`src/hw/rtl/lps_pkg.sv`:
```
// Shared types and constants for the line pixel stepper.
// Depends on nothing; every other file of the block but lps_out_queue imports it.
package lps_pkg;

    localparam int COORD_BITS_DEF = 12;

    localparam logic KIND_LOAD = 1'b0;
    localparam logic KIND_STEP = 1'b1;

    typedef enum logic [3:0] {
        PH_IDLE   = 4'b0001,
        PH_FIRST  = 4'b0010,
        PH_SECOND = 4'b0100,
        PH_WALK   = 4'b1000
    } phase_t;

    typedef enum logic [3:0] {
        MODE_Y       = 4'b0001,
        MODE_X       = 4'b0010,
        MODE_SHALLOW = 4'b0100,
        MODE_STEEP   = 4'b1000
    } walk_mode_t;

endpackage

```
`src/hw/rtl/lps_req_if.sv`:
```
// Request channel of the line pixel stepper: valid, ready and one request beat.
// Depends on lps_pkg for the default coordinate width.
interface lps_req_if
    import lps_pkg::*;
#(
    parameter int W = COORD_BITS_DEF
);
    logic                valid;
    logic                ready;
    logic                kind;
    logic signed [W-1:0] x_start;
    logic signed [W-1:0] y_start;
    logic signed [W-1:0] x_end;
    logic signed [W-1:0] y_end;

    modport source (output valid, kind, x_start, y_start, x_end, y_end, input ready);
    modport sink   (input valid, kind, x_start, y_start, x_end, y_end, output ready);
endinterface

```
`src/hw/rtl/lps_rsp_if.sv`:
```
// Result channel of the line pixel stepper: valid, ready and one pixel beat.
// Depends on lps_pkg for the default coordinate width.
interface lps_rsp_if
    import lps_pkg::*;
#(
    parameter int W = COORD_BITS_DEF
);
    logic                valid;
    logic                ready;
    logic                pixel_valid;
    logic signed [W-1:0] pixel_x;
    logic signed [W-1:0] pixel_y;
    logic                last;

    modport source (output valid, pixel_valid, pixel_x, pixel_y, last, input ready);
    modport sink   (input valid, pixel_valid, pixel_x, pixel_y, last, output ready);
endinterface

```
`src/hw/rtl/lps_step_core.sv`:
```
// Line state registers and the step logic that turns a request into a result beat.
// Depends on lps_pkg for the phase and walk mode types.
module lps_step_core
    import lps_pkg::*;
#(
    parameter int W = COORD_BITS_DEF
)
(
    input  logic                clk,
    input  logic                rst_n,
    input  logic                fire,
    input  logic                kind,
    input  logic signed [W-1:0] x_start,
    input  logic signed [W-1:0] y_start,
    input  logic signed [W-1:0] x_end,
    input  logic signed [W-1:0] y_end,
    output logic                res_pixel_valid,
    output logic signed [W-1:0] res_x,
    output logic signed [W-1:0] res_y,
    output logic                res_last
);

    localparam int DW = W + 1;
    localparam int TW = W + 2;
    localparam int EW = W + 3;
    localparam logic signed [W-1:0] C_ONE = W'(1);

    phase_t               phase_reg, phase_next;
    walk_mode_t           mode_reg, mode_next;
    logic signed [W-1:0]  cur_x_reg, cur_x_next;
    logic signed [W-1:0]  cur_y_reg, cur_y_next;
    logic signed [W-1:0]  far_x_reg, far_x_next;
    logic signed [W-1:0]  far_y_reg, far_y_next;
    logic signed [W-1:0]  stop_reg, stop_next;
    logic signed [EW-1:0] err_reg, err_next;
    logic signed [TW-1:0] run_reg, run_next;
    logic signed [TW-1:0] rise_reg, rise_next;

    logic signed [DW-1:0] dx, dy, dxa, dys, dya;
    logic signed [TW-1:0] rise_abs;
    logic                 rise_pos;
    logic signed [W-1:0]  step_y, nxt_x, nxt_y;
    logic signed [EW-1:0] err_a, err_b;

    always_comb
    begin
        dx       = DW'(far_x_reg) - DW'(cur_x_reg);
        dy       = DW'(far_y_reg) - DW'(cur_y_reg);
        dxa      = (dx < 0) ? -dx : dx;
        dys      = (dx < 0) ? -dy : dy;
        dya      = (dys < 0) ? -dys : dys;
        rise_pos = (rise_reg > 0);
        rise_abs = (rise_reg < 0) ? -rise_reg : rise_reg;
        step_y   = rise_pos ? C_ONE : -C_ONE;
        nxt_x    = cur_x_reg + C_ONE;
        nxt_y    = cur_y_reg + step_y;
        err_a    = err_reg - EW'(rise_abs);
        err_b    = rise_pos ? (err_reg - EW'(run_reg)) : (err_reg + EW'(run_reg));

        phase_next      = phase_reg;
        mode_next       = mode_reg;
        cur_x_next      = cur_x_reg;
        cur_y_next      = cur_y_reg;
        far_x_next      = far_x_reg;
        far_y_next      = far_y_reg;
        stop_next       = stop_reg;
        err_next        = err_reg;
        run_next        = run_reg;
        rise_next       = rise_reg;
        res_pixel_valid = 1'b0;
        res_x           = '0;
        res_y           = '0;
        res_last        = 1'b0;

        if (kind == KIND_LOAD)
        begin
            cur_x_next = x_start;
            cur_y_next = y_start;
            far_x_next = x_end;
            far_y_next = y_end;
            phase_next = PH_FIRST;
        end
        else
        begin
            case (phase_reg)
                PH_IDLE:
                begin
                    phase_next = PH_IDLE;
                end
                PH_FIRST:
                begin
                    res_pixel_valid = 1'b1;
                    res_x           = cur_x_reg;
                    res_y           = cur_y_reg;
                    phase_next      = PH_SECOND;
                end
                PH_SECOND:
                begin
                    res_pixel_valid = 1'b1;
                    res_x           = far_x_reg;
                    res_y           = far_y_reg;
                    phase_next      = PH_WALK;
                    if (dx == 0)
                    begin
                        mode_next  = MODE_Y;
                        stop_next  = (cur_y_reg > far_y_reg) ? cur_y_reg : far_y_reg;
                        cur_y_next = (cur_y_reg < far_y_reg) ? cur_y_reg : far_y_reg;
                    end
                    else if (dy == 0)
                    begin
                        mode_next  = MODE_X;
                        stop_next  = (cur_x_reg > far_x_reg) ? cur_x_reg : far_x_reg;
                        cur_x_next = (cur_x_reg < far_x_reg) ? cur_x_reg : far_x_reg;
                    end
                    else
                    begin
                        if (dx < 0)
                        begin
                            cur_x_next = far_x_reg;
                            cur_y_next = far_y_reg;
                            far_x_next = cur_x_reg;
                            far_y_next = cur_y_reg;
                        end
                        run_next  = TW'(dxa) + TW'(dxa);
                        rise_next = TW'(dys) + TW'(dys);
                        if (dxa >= dya)
                        begin
                            mode_next = MODE_SHALLOW;
                            err_next  = EW'(dxa);
                        end
                        else
                        begin
                            mode_next = MODE_STEEP;
                            err_next  = EW'(dys);
                        end
                    end
                end
                PH_WALK:
                begin
                    res_pixel_valid = 1'b1;
                    res_x           = cur_x_reg;
                    res_y           = cur_y_reg;
                    case (mode_reg)
                        MODE_Y:
                        begin
                            if (cur_y_reg >= stop_reg)
                                res_last = 1'b1;
                            else
                                cur_y_next = cur_y_reg + C_ONE;
                        end
                        MODE_X:
                        begin
                            if (cur_x_reg >= stop_reg)
                                res_last = 1'b1;
                            else
                                cur_x_next = nxt_x;
                        end
                        MODE_SHALLOW:
                        begin
                            cur_x_next = nxt_x;
                            if (nxt_x == far_x_reg)
                            begin
                                res_last = 1'b1;
                            end
                            else if (err_a < 0)
                            begin
                                cur_y_next = nxt_y;
                                err_next   = err_a + EW'(run_reg);
                            end
                            else
                            begin
                                err_next = err_a;
                            end
                        end
                        default:
                        begin
                            cur_y_next = nxt_y;
                            if (nxt_y == far_y_reg)
                            begin
                                res_last = 1'b1;
                            end
                            else if ((err_b < 0 && rise_pos) || (err_b > 0 && !rise_pos))
                            begin
                                cur_x_next = nxt_x;
                                err_next   = err_b + EW'(rise_reg);
                            end
                            else
                            begin
                                err_next = err_b;
                            end
                        end
                    endcase
                    if (res_last)
                        phase_next = PH_IDLE;
                end
                default:
                begin
                    phase_next = PH_IDLE;
                end
            endcase
        end
    end

    always_ff @(posedge clk or negedge rst_n)
    begin
        if (!rst_n)
        begin
            phase_reg <= PH_IDLE;
            mode_reg  <= MODE_Y;
            cur_x_reg <= '0;
            cur_y_reg <= '0;
            far_x_reg <= '0;
            far_y_reg <= '0;
            stop_reg  <= '0;
            err_reg   <= '0;
            run_reg   <= '0;
            rise_reg  <= '0;
        end
        else if (fire)
        begin
            phase_reg <= phase_next;
            mode_reg  <= mode_next;
            cur_x_reg <= cur_x_next;
            cur_y_reg <= cur_y_next;
            far_x_reg <= far_x_next;
            far_y_reg <= far_y_next;
            stop_reg  <= stop_next;
            err_reg   <= err_next;
            run_reg   <= run_next;
            rise_reg  <= rise_next;
        end
    end

endmodule

```
`src/hw/rtl/lps_out_queue.sv`:
```
// Two-entry result queue that registers each pixel beat and decouples the two channels.
// Depends on nothing outside this file.
module lps_out_queue #(
    parameter int DATA_BITS = 26
)
(
    input  logic                 clk,
    input  logic                 rst_n,
    input  logic                 push,
    input  logic [DATA_BITS-1:0] push_data,
    input  logic                 pop_ready,
    output logic                 full,
    output logic                 out_valid,
    output logic [DATA_BITS-1:0] out_data
);

    logic [DATA_BITS-1:0] mem [2];
    logic                 wr_ptr_reg, wr_ptr_next;
    logic                 rd_ptr_reg, rd_ptr_next;
    logic [1:0]           count_reg, count_next;
    logic                 pop;

    assign full      = (count_reg == 2'd2);
    assign out_valid = (count_reg != 2'd0);
    assign out_data  = mem[rd_ptr_reg];
    assign pop       = out_valid && pop_ready;

    always_comb
    begin
        wr_ptr_next = push ? ~wr_ptr_reg : wr_ptr_reg;
        rd_ptr_next = pop ? ~rd_ptr_reg : rd_ptr_reg;
        count_next  = count_reg + 2'(push) - 2'(pop);
    end

    always_ff @(posedge clk)
    begin
        if (push)
            mem[wr_ptr_reg] <= push_data;
    end

    always_ff @(posedge clk or negedge rst_n)
    begin
        if (!rst_n)
        begin
            wr_ptr_reg <= 1'b0;
            rd_ptr_reg <= 1'b0;
            count_reg  <= 2'd0;
        end
        else
        begin
            wr_ptr_reg <= wr_ptr_next;
            rd_ptr_reg <= rd_ptr_next;
            count_reg  <= count_next;
        end
    end

endmodule

```
`src/hw/rtl/line_pixel_stepper.sv`:
```
// Top level of the line pixel stepper: request register, step core and result queue.
// Depends on lps_pkg, lps_req_if, lps_rsp_if, lps_step_core and lps_out_queue.
//
// A load beat takes two endpoints and returns a beat without a pixel; each following
// step beat returns one pixel, first the first endpoint, then the second, then the walk,
// with last set on the final pixel, and later step beats return none. Every request beat
// yields exactly one result beat. The block takes one request per clock and returns one
// result per clock while the sink does not stall; a result is registered first in the
// request register and then in the result queue, and a full queue holds it in between.
// The step core updates the point and the error term for each request. The two-entry
// result queue lets one more request in while a result waits on a stalled sink.
module line_pixel_stepper
    import lps_pkg::*;
#(
    parameter int COORD_BITS = COORD_BITS_DEF
)
(
    input  logic     clk,
    input  logic     rst_n,
    lps_req_if.sink  req,
    lps_rsp_if.source rsp
);

    localparam int W  = COORD_BITS;
    localparam int QW = 2 * W + 2;

    logic                s1_valid_reg;
    logic                s1_kind_reg;
    logic signed [W-1:0] s1_xs_reg, s1_ys_reg, s1_xe_reg, s1_ye_reg;
    logic                q_full;
    logic                fire;
    logic                req_take;

    logic                res_pixel_valid, res_last;
    logic signed [W-1:0] res_x, res_y;
    logic [QW-1:0]       q_out;

    assign fire      = s1_valid_reg && !q_full;
    assign req.ready = !s1_valid_reg || !q_full;
    assign req_take  = req.valid && req.ready;

    always_ff @(posedge clk or negedge rst_n)
    begin
        if (!rst_n)
            s1_valid_reg <= 1'b0;
        else if (req.ready)
            s1_valid_reg <= req.valid;
    end

    always_ff @(posedge clk)
    begin
        if (req_take)
        begin
            s1_kind_reg <= req.kind;
            s1_xs_reg   <= req.x_start;
            s1_ys_reg   <= req.y_start;
            s1_xe_reg   <= req.x_end;
            s1_ye_reg   <= req.y_end;
        end
    end

    lps_step_core #(
        .W (W)
    ) u_core (
        .clk             (clk),
        .rst_n           (rst_n),
        .fire            (fire),
        .kind            (s1_kind_reg),
        .x_start         (s1_xs_reg),
        .y_start         (s1_ys_reg),
        .x_end           (s1_xe_reg),
        .y_end           (s1_ye_reg),
        .res_pixel_valid (res_pixel_valid),
        .res_x           (res_x),
        .res_y           (res_y),
        .res_last        (res_last)
    );

    lps_out_queue #(
        .DATA_BITS (QW)
    ) u_queue (
        .clk       (clk),
        .rst_n     (rst_n),
        .push      (fire),
        .push_data ({res_pixel_valid, res_last, res_x, res_y}),
        .pop_ready (rsp.ready),
        .full      (q_full),
        .out_valid (rsp.valid),
        .out_data  (q_out)
    );

    assign rsp.pixel_valid = q_out[QW-1];
    assign rsp.last        = q_out[QW-2];
    assign rsp.pixel_x     = q_out[2*W-1:W];
    assign rsp.pixel_y     = q_out[W-1:0];

endmodule

```
`src/flat_wrapper.sv`:
```
// flat-port wrapper written by rule: the top's interface ports become plain ports
module line_pixel_stepper_flat import lps_pkg::*;
#(
    parameter int COORD_BITS = COORD_BITS_DEF
)
  (clk, rst_n, req_valid, req_kind, req_x_start, req_y_start, req_x_end, req_y_end, req_ready, rsp_valid, rsp_pixel_valid, rsp_pixel_x, rsp_pixel_y, rsp_last, rsp_ready);
  lps_req_if #(.W((COORD_BITS_DEF))) req_i ();
  lps_rsp_if #(.W((COORD_BITS_DEF))) rsp_i ();
  input  logic clk;
  input  logic rst_n;
  input wire logic [$bits(req_i.valid)-1:0] req_valid;
  input wire logic [$bits(req_i.kind)-1:0] req_kind;
  input wire logic [$bits(req_i.x_start)-1:0] req_x_start;
  input wire logic [$bits(req_i.y_start)-1:0] req_y_start;
  input wire logic [$bits(req_i.x_end)-1:0] req_x_end;
  input wire logic [$bits(req_i.y_end)-1:0] req_y_end;
  output wire logic [$bits(req_i.ready)-1:0] req_ready;
  output wire logic [$bits(rsp_i.valid)-1:0] rsp_valid;
  output wire logic [$bits(rsp_i.pixel_valid)-1:0] rsp_pixel_valid;
  output wire logic [$bits(rsp_i.pixel_x)-1:0] rsp_pixel_x;
  output wire logic [$bits(rsp_i.pixel_y)-1:0] rsp_pixel_y;
  output wire logic [$bits(rsp_i.last)-1:0] rsp_last;
  input wire logic [$bits(rsp_i.ready)-1:0] rsp_ready;
  assign req_i.valid = req_valid;
  assign req_i.kind = req_kind;
  assign req_i.x_start = req_x_start;
  assign req_i.y_start = req_y_start;
  assign req_i.x_end = req_x_end;
  assign req_i.y_end = req_y_end;
  assign req_ready = req_i.ready;
  assign rsp_valid = rsp_i.valid;
  assign rsp_pixel_valid = rsp_i.pixel_valid;
  assign rsp_pixel_x = rsp_i.pixel_x;
  assign rsp_pixel_y = rsp_i.pixel_y;
  assign rsp_last = rsp_i.last;
  assign rsp_i.ready = rsp_ready;
  line_pixel_stepper #(.COORD_BITS(COORD_BITS)) u_core (.clk(clk), .rst_n(rst_n), .req(req_i), .rsp(rsp_i));
endmodule
```
`config.mk`:
```
export PLATFORM = sky130hd
export DESIGN_NAME = line_pixel_stepper_flat
export DESIGN_NICKNAME = d
export VERILOG_FILES = /design/src/hw/rtl/lps_pkg.sv /design/src/hw/rtl/lps_req_if.sv /design/src/hw/rtl/lps_rsp_if.sv /design/src/hw/rtl/lps_step_core.sv /design/src/hw/rtl/lps_out_queue.sv /design/src/hw/rtl/line_pixel_stepper.sv /design/src/flat_wrapper.sv
export SDC_FILE = /design/constraint.sdc
export NUM_CORES = 1
export LEC_CHECK = 0
export BUFFER_PORTS_ARGS = -buffer_cell sky130_fd_sc_hd__buf_4
export CAP_MARGIN = 20
export CORE_MARGIN = 1.5
export CORE_UTILIZATION = 40
export DETAILED_ROUTE_END_ITERATION = 10
export MAX_ROUTING_LAYER = met4
export PLACE_DENSITY = 0.65
export SLEW_MARGIN = 15
export SYNTH_ARGS = -nofsm -noshare
export SYNTH_HDL_FRONTEND = slang
export SYNTH_SLANG_ARGS = --single-unit
```
`constraint.sdc`:
```
create_clock -name clk -period 6.5 [get_ports clk]
set_input_delay 0.325 -clock clk [delete_from_list [all_inputs] [get_ports clk]]
set_output_delay 0.325 -clock clk [all_outputs]
set_load 0.05 [all_outputs]
```
* Yosys cells after proc, flatten, opt, wreduce, memory -nomap -nowiden
Memory sizes are Yosys's and may differ from the RTL's.
Cells that the tools add are included.
** Storage, ports and cells
- Register bits after elaboration :: 165
- Memories :: 1
- Bits in writable memories :: 52
- Logic and storage cells :: 188
- Output and inout bits :: 28
- Input bits :: 53
** Memories
- u_core.u_queue.mem :: depth 2, bits a word 26, read ports 1, clocked after memory_dff 0, wr ports 1, RTL line lps_out_queue.sv:17 : logic [DATA_BITS-1:0] mem [2];
** Cells by class
- Reductions and logical operators :: 26
- Bitwise gates (word level) :: 4
- $lt $le $gt $ge :: 14
- Equal/unequal tests :: 34
- Muxes and demuxes :: 72
- Add/sub/neg operators :: 18
** Operators by type and width (number)
- $mux W12 :: 33
- $mux W15 :: 8
- $pmux W12 S2 :: 4
- $pmux W12 S3 :: 2
- $logic_not A32 Y1 :: 2
- $pmux W15 S2 :: 2
- $add A15 B14 Y15 :: 3
- $mux W13 :: 3
- $neg A13 Y13 :: 3
- $ne A4 B4 Y1 const B :: 9
- $lt A15 B1 Y1 const B :: 2
- $sub A15 B14 Y15 :: 2
- $add A13 B13 Y14 :: 2
- $lt A13 B1 Y1 const B :: 2
- $sub A12 B12 Y13 :: 2
- $add A12 B2 Y12 const B :: 2
- $eq A12 B12 Y1 :: 2
- $ge A12 B12 Y1 :: 2
- $gt A12 B12 Y1 :: 2
- $lt A12 B12 Y1 :: 2
- $mux W4 :: 5
- $ne A3 B3 Y1 const B :: 6
- $reduce_and A9 Y1 :: 2
- $gt A15 B1 Y1 const B :: 1
- 31 further kinds :: 65

* Depth between registers and ports, before layout
- Depth after elaboration :: 11
- Gate-level depth with buffers :: 27
- Depth with buffers taken out :: 27

* Cells and area by module
Synthesis repeated with hierarchy kept, for this count alone.
** Second synthesis, totals
- Cell total of the unflattened synthesis :: 1858
- Area total of the unflattened synthesis :: 17355.4 um^2
** Modules (own cells, without submodules)
- lps_step_core :: seq. area each 2730.1 um^2, instances 1, area each 13656.8 um^2, cells an instance 1706
- lps_out_queue :: seq. area each 1661.6 um^2, instances 1, area each 2177.1 um^2, cells an instance 98
- line_pixel_stepper :: seq. area each 1496.4 um^2, instances 1, area each 1521.5 um^2, cells an instance 54

* Least setup slack after synthesis
Ideal clock, no wire load.
- Path kind :: reg-to-reg
- Start :: register u_core.u_core.cur_y_reg[5]
- End :: register u_core.u_core.err_reg[14]
- Library setup time :: 0.121 ns
- Data required time :: 6.379 ns
- Cell stages (with the launch flop) :: 25
- Path slack :: 0.567 ns
- Buffers on the path :: 2
- Period minus slack after synthesis :: 5.933 ns
- Arrival time :: 5.812 ns
- Path through :: dfrtp_1 inv_1 ha_1 clkbuf_1 or4_1 o21a_1 o311ai_0 nor4b_1 a31oi_1 xnor2_1 clkbuf_1 nand2_1 o21ai_0 ha_1 nor2b_1 o21a_1 o21a_1 o211ai_1 a21oi_1 nor3_1 inv_1 and2_1 o21ai_0 o211ai_1 o22a_1
** On the way
- Longest elaborated chain between the ends :: 10
- Elaborated cells between the ends (all ways) :: 17
- Those cells by class :: 4 x add/sub; 2 x order compare; 3 x eq/ne; 6 x mux; 2 x reduce/logical
** Ends and longest elaborated chain
- start: declaration :: RTL line lps_step_core.sv:31 : logic signed [W-1:0] cur_y_reg, cur_y_next;
- start signal: assignment :: RTL line lps_step_core.sv:224 : cur_y_reg <= cur_y_next;
- $sub A12 B12 Y13 :: RTL line lps_step_core.sv:48 : dy = DW'(far_y_reg) - DW'(cur_y_reg);
- $neg A13 Y13 :: RTL line lps_step_core.sv:50 : dys = (dx < 0) ? -dy : dy;
- $mux W13 :: RTL line lps_step_core.sv:50
- $neg A13 Y13 or $lt A13 B1 Y1 (tied branches) :: RTL line lps_step_core.sv:51 : dya = (dys < 0) ? -dys : dys;
- $mux W13 :: RTL line lps_step_core.sv:51
- $ge A13 B13 Y1 :: RTL line lps_step_core.sv:126 : if (dxa >= dya)
- $mux W15 :: RTL line lps_step_core.sv:126
- $mux W15 :: RTL line lps_step_core.sv:109 : else if (dy == 0)
- $mux W15 :: RTL line lps_step_core.sv:103 : if (dx == 0)
- $pmux W15 S2 :: RTL line lps_step_core.sv:85 : case (phase_reg)
- end signal: assignment :: RTL line lps_step_core.sv:228 : err_reg <= err_next;
- end: declaration :: RTL line lps_step_core.sv:35 : logic signed [EW-1:0] err_reg, err_next;
Several ways; a longest one is shown, not always the timed one. The select of a mux whose other input is x is not followed.
A chain may end at the register's enable or synchronous reset.

* Worst setup path after layout
- Start :: register u_core.u_core.rise_reg[5]
- End :: register u_core.u_core.err_reg[14]
** On the way
- Longest elaborated chain between the ends :: 9
- Elaborated cells between the ends (all ways) :: 26
- Those cells by class :: 5 x add/sub; 5 x order compare; 2 x eq/ne; 9 x mux; 5 x reduce/logical
** Ends and longest elaborated chain
- start: declaration :: RTL line lps_step_core.sv:37 : logic signed [TW-1:0] rise_reg, rise_next;
- start signal: assignment :: RTL line lps_step_core.sv:230 : rise_reg <= rise_next;
- parallel branches: the longest is 9 deep, another holds $sub A15 B14 Y15
Parallel ways; which one is timed is not known. The select of a mux whose other input is x is not followed.

==> flow_summary.yaml <==
routing:
  drt_first_pass_iters: 6
  viasPerCell: 5.807
  drt_wl_total_um: 54240
  wire_per_inst_um: 20.84
  drc: 0
  drtIter0Drc: 1167
  antenna_left: 0
  dr_total_vias: 15110
global_routing:
  grt_max_degree: 78
  grt_pass1_wl_um: 84400
  grt_pass1_vias: 14690
  overflow: 0
  antenna_found_initial: 0
  track_usage_pct: 25.25
synthesis:
  synth_xor_area_share_pct: 9.216
  netlist_instances: 1911
  synthMuxAreaShare_pct: 4.832
  synth_warnings: 0
  syn_area_per_cell_um2: 8.930
  synthesis.nets: 2105
  async_flop_share_pct: 53.02
  synthAdderAreaFrac_pct: 10.60
  synth_area_um2: 17070
  ys_seq_area_share_pct: 34.50
  synth_top_family_by_area: "compound AO/OA/AOI/OAI gates"
  ys.flop_type: "dfrtp_1"
  synth_seq_cells: 215
  synth_compound_area_share_pct: 19.94
  ys_types: 83
  synthSimpleGateAreaFrac_pct: 17.19
  synth-edff-count: 101
cts:
  clk_latency_ns: 0.54
  cts.sinks: 215
  post-cts-setup-buffers: 0
  clkTransAtPathRegs_ns: 0.06
  clk_path_buf_depth: 3
  cts_made_buffers: 24
  root_buffer: "clkbuf_16"
  cts_max_level: 1
  cts_tree: "yes"
critical_path:
  crit_start: "u_core.u_core.rise_reg[5]"
  timing_worst_setup_path_type: "register to register"
  crit_path_frequent_cell: "nor2_1"
  startpoint_type: "register"
  r2r-start: "u_core.u_core.rise_reg[5]"
  path_delay_family: "compound AO/OA/AOI/OAI gates"
  crit_required_ns: 6.91
  worst-path-max-fanout: 18
  crit_buf_inv: 2
  path_cells: "nor3_1 > nand2_1 > o31ai_4 > inv_2 > nor2_1 > a21o_1 > inv_1 > fa_1 > nand2b_1 > a21oi_1 > nor3_1 > o31ai_1 > nor2_1 > a211oi_1 > ha_1 > and3_1 > a2111oi_0 > a21oi_1 > xnor2_1 > nor2_1 > o22a_1"
  worstPathArrival_ns: 6.36
  slowest_stage: "a211oi_1"
  cp-end-kind: "register"
  max_stage_delay_ns: 0.66
run_status:
  run_status: "finished clean"
placement:
  routabilityCongestion: 0.9261
  place_area_um2: 18470
  preCtsSetupSlack_ns: 0.4534
  numPortBuffers: 80
  dp_hpwl_um: 40730
sta:
  setup_violations: 0
  worst_pin_slew_ns: 0.9520
  rsz0062_at_grt: "false"
  fin_ws_ns: 0.5561
  period_minus_slack_ns: 5.944
  finalCritPeriodShare_pct: 91.44
  fin_skew_ns: 0.02678
  drv_slew: 0
  max-slew-margin-rel_pct: 34.89
  fmax_mhz: 168.2
  finalHoldViolCount: 0
  fin_setup_tns_ns: 0
hold_path:
  min_path_type: "primary input to register"
  min-delay-start: "rsp_ready"
finish:
  nets: 2239
  largest_register_ffs: 52
  drive_above_1_share_pct: 11.83
  area_growth_pct: 16.50
  fin_area_um2: 19880
  insertedDiodeCount: 0
run:
  drv_cap: 0
floorplanning:
  start_util_pct: 40.59
  coreArea_um2: 42040
  die_height_um: 209.6
  die_area_um2: 43910
  rows: 75
  die_w_um: 209.6
  io_pins: 81
final cells by class:
type                            count  area (um2)
Multi-Input combinational cell   1531       10590
Clock buffer                       29       650.6
Timing Repair Buffer              188        1556
Tap cell                          539       674.4
Clock inverter                     15       205.2
Fill cell                        3993       22160
Inverter                           85       319.1
Sequential cell                   215        5888
cells in the final DEF, fill, tap and decap left out, types with 35 or more instances in the layout:
| master | count |
|---|---|
| nor2_1 | 135 |
| ha_1 | 135 |
| inv_1 | 83 |
| nand3_1 | 43 |
| nand2_1 | 234 |
| mux2i_1 | 43 |
| dfrtp_1 | 112 |
| dlygate4sd3_1 | 51 |
| xor2_1 | 62 |
| o211ai_1 | 48 |
| buf_4 | 135 |
| nor3_1 | 40 |
| xnor2_1 | 97 |
| a21oi_1 | 108 |
| mux2_2 | 35 |
| edfxtp_1 | 101 |
| o21ai_0 | 158 |
synth_stat cells (all sizes together), types with 17 or more instances:
master | instances | area, um2
a211oi | 23 | 177.7
nand2 | 235 | 882.1
o31ai | 17 | 141.4
edfxtp | 101 | 3033
nand2b | 25 | 156.4
o21ai | 162 | 810.8
xor2 | 62 | 543.0
ha | 135 | 1689
nor2b | 20 | 125.1
dfrtp | 112 | 2803
nor2 | 136 | 510.5
o21a | 20 | 150.1
clkbuf | 68 | 255.2
mux2 | 35 | 394.1
a31oi | 24 | 150.1
a21o | 22 | 165.2
inv | 85 | 319.1
nand3 | 43 | 215.2
mux2i | 43 | 430.4
nor3 | 45 | 230.2
o211ai | 48 | 360.4
xnor2 | 97 | 849.6
or3 | 19 | 118.9
a21oi | 108 | 540.5
or4 | 19 | 150.1
a22o | 24 | 210.2
layer usage:
| layer | routed length [um] | global-route usage [%] |
|---|---|---|
| met5 | 0 | - |
| met4 | 1680 | 7.616 |
| met3 | 2568 | 2.245 |
| met2 | 25650 | 41.22 |
| met1 | 24340 | 33.44 |
stage by stage:
| stage | cells | utilization, % | hold slack, ns |
|---|---|---|---|
| floorplan | 1911 | - | 0.02941 |
| global placement | 2504 | 43.94 | 0.3411 |
| detailed placement | 2504 | 43.94 | 0.3385 |
| CTS | 2599 | 47.19 | 0.1338 |
| global route | 2602 | 47.29 | 0.1558 |
| finish | 2602 | 47.29 | 0.1540 |
logic make-up (layout without fill, tap and decap cells):
kind of cell             count (synthesis)  count (layout)
AO/OA/AOI/OAI                          524             524
XOR/XNOR                               167             167
adder cells (fa/ha/maj)                141             141
buffers and inverters                  165             317
flip-flops                             215             215
multiplexers                            78              78
AND/OR/NAND/NOR                        621             621
timing repair:
action                                  CTS  global route
resized for setup                         0             1
hold buffers                             51             0
endpoints found under the setup margin    0             2
endpoints found under the hold margin    86             0
worst min-delay path, cell delays in order:
cell,delay [ns]
buf_4,0.07
and2_1,0.15
xor2_1,0.08
path summary, 6_finish.rpt:
kind,endpoint,slack [ns],cells past startpoint
setup / recovery,u_core.u_core.err_reg[14],0.56,21
hold / removal,u_core.u_queue.rd_ptr_reg,0.15,3
setup reg to reg,u_core.u_core.err_reg[14],0.56,21
hold reg to reg,u_core.u_core.stop_reg[11],0.48,2
max in group asynchronous,u_core.u_core.mode_reg[0],4.98,4
min in group asynchronous,u_core.u_core.phase_reg[3],0.32,2
Power is left out: the tool's default activity adds up to more than one toggle a clock period on the data nets, which glitch-free logic cannot reach.
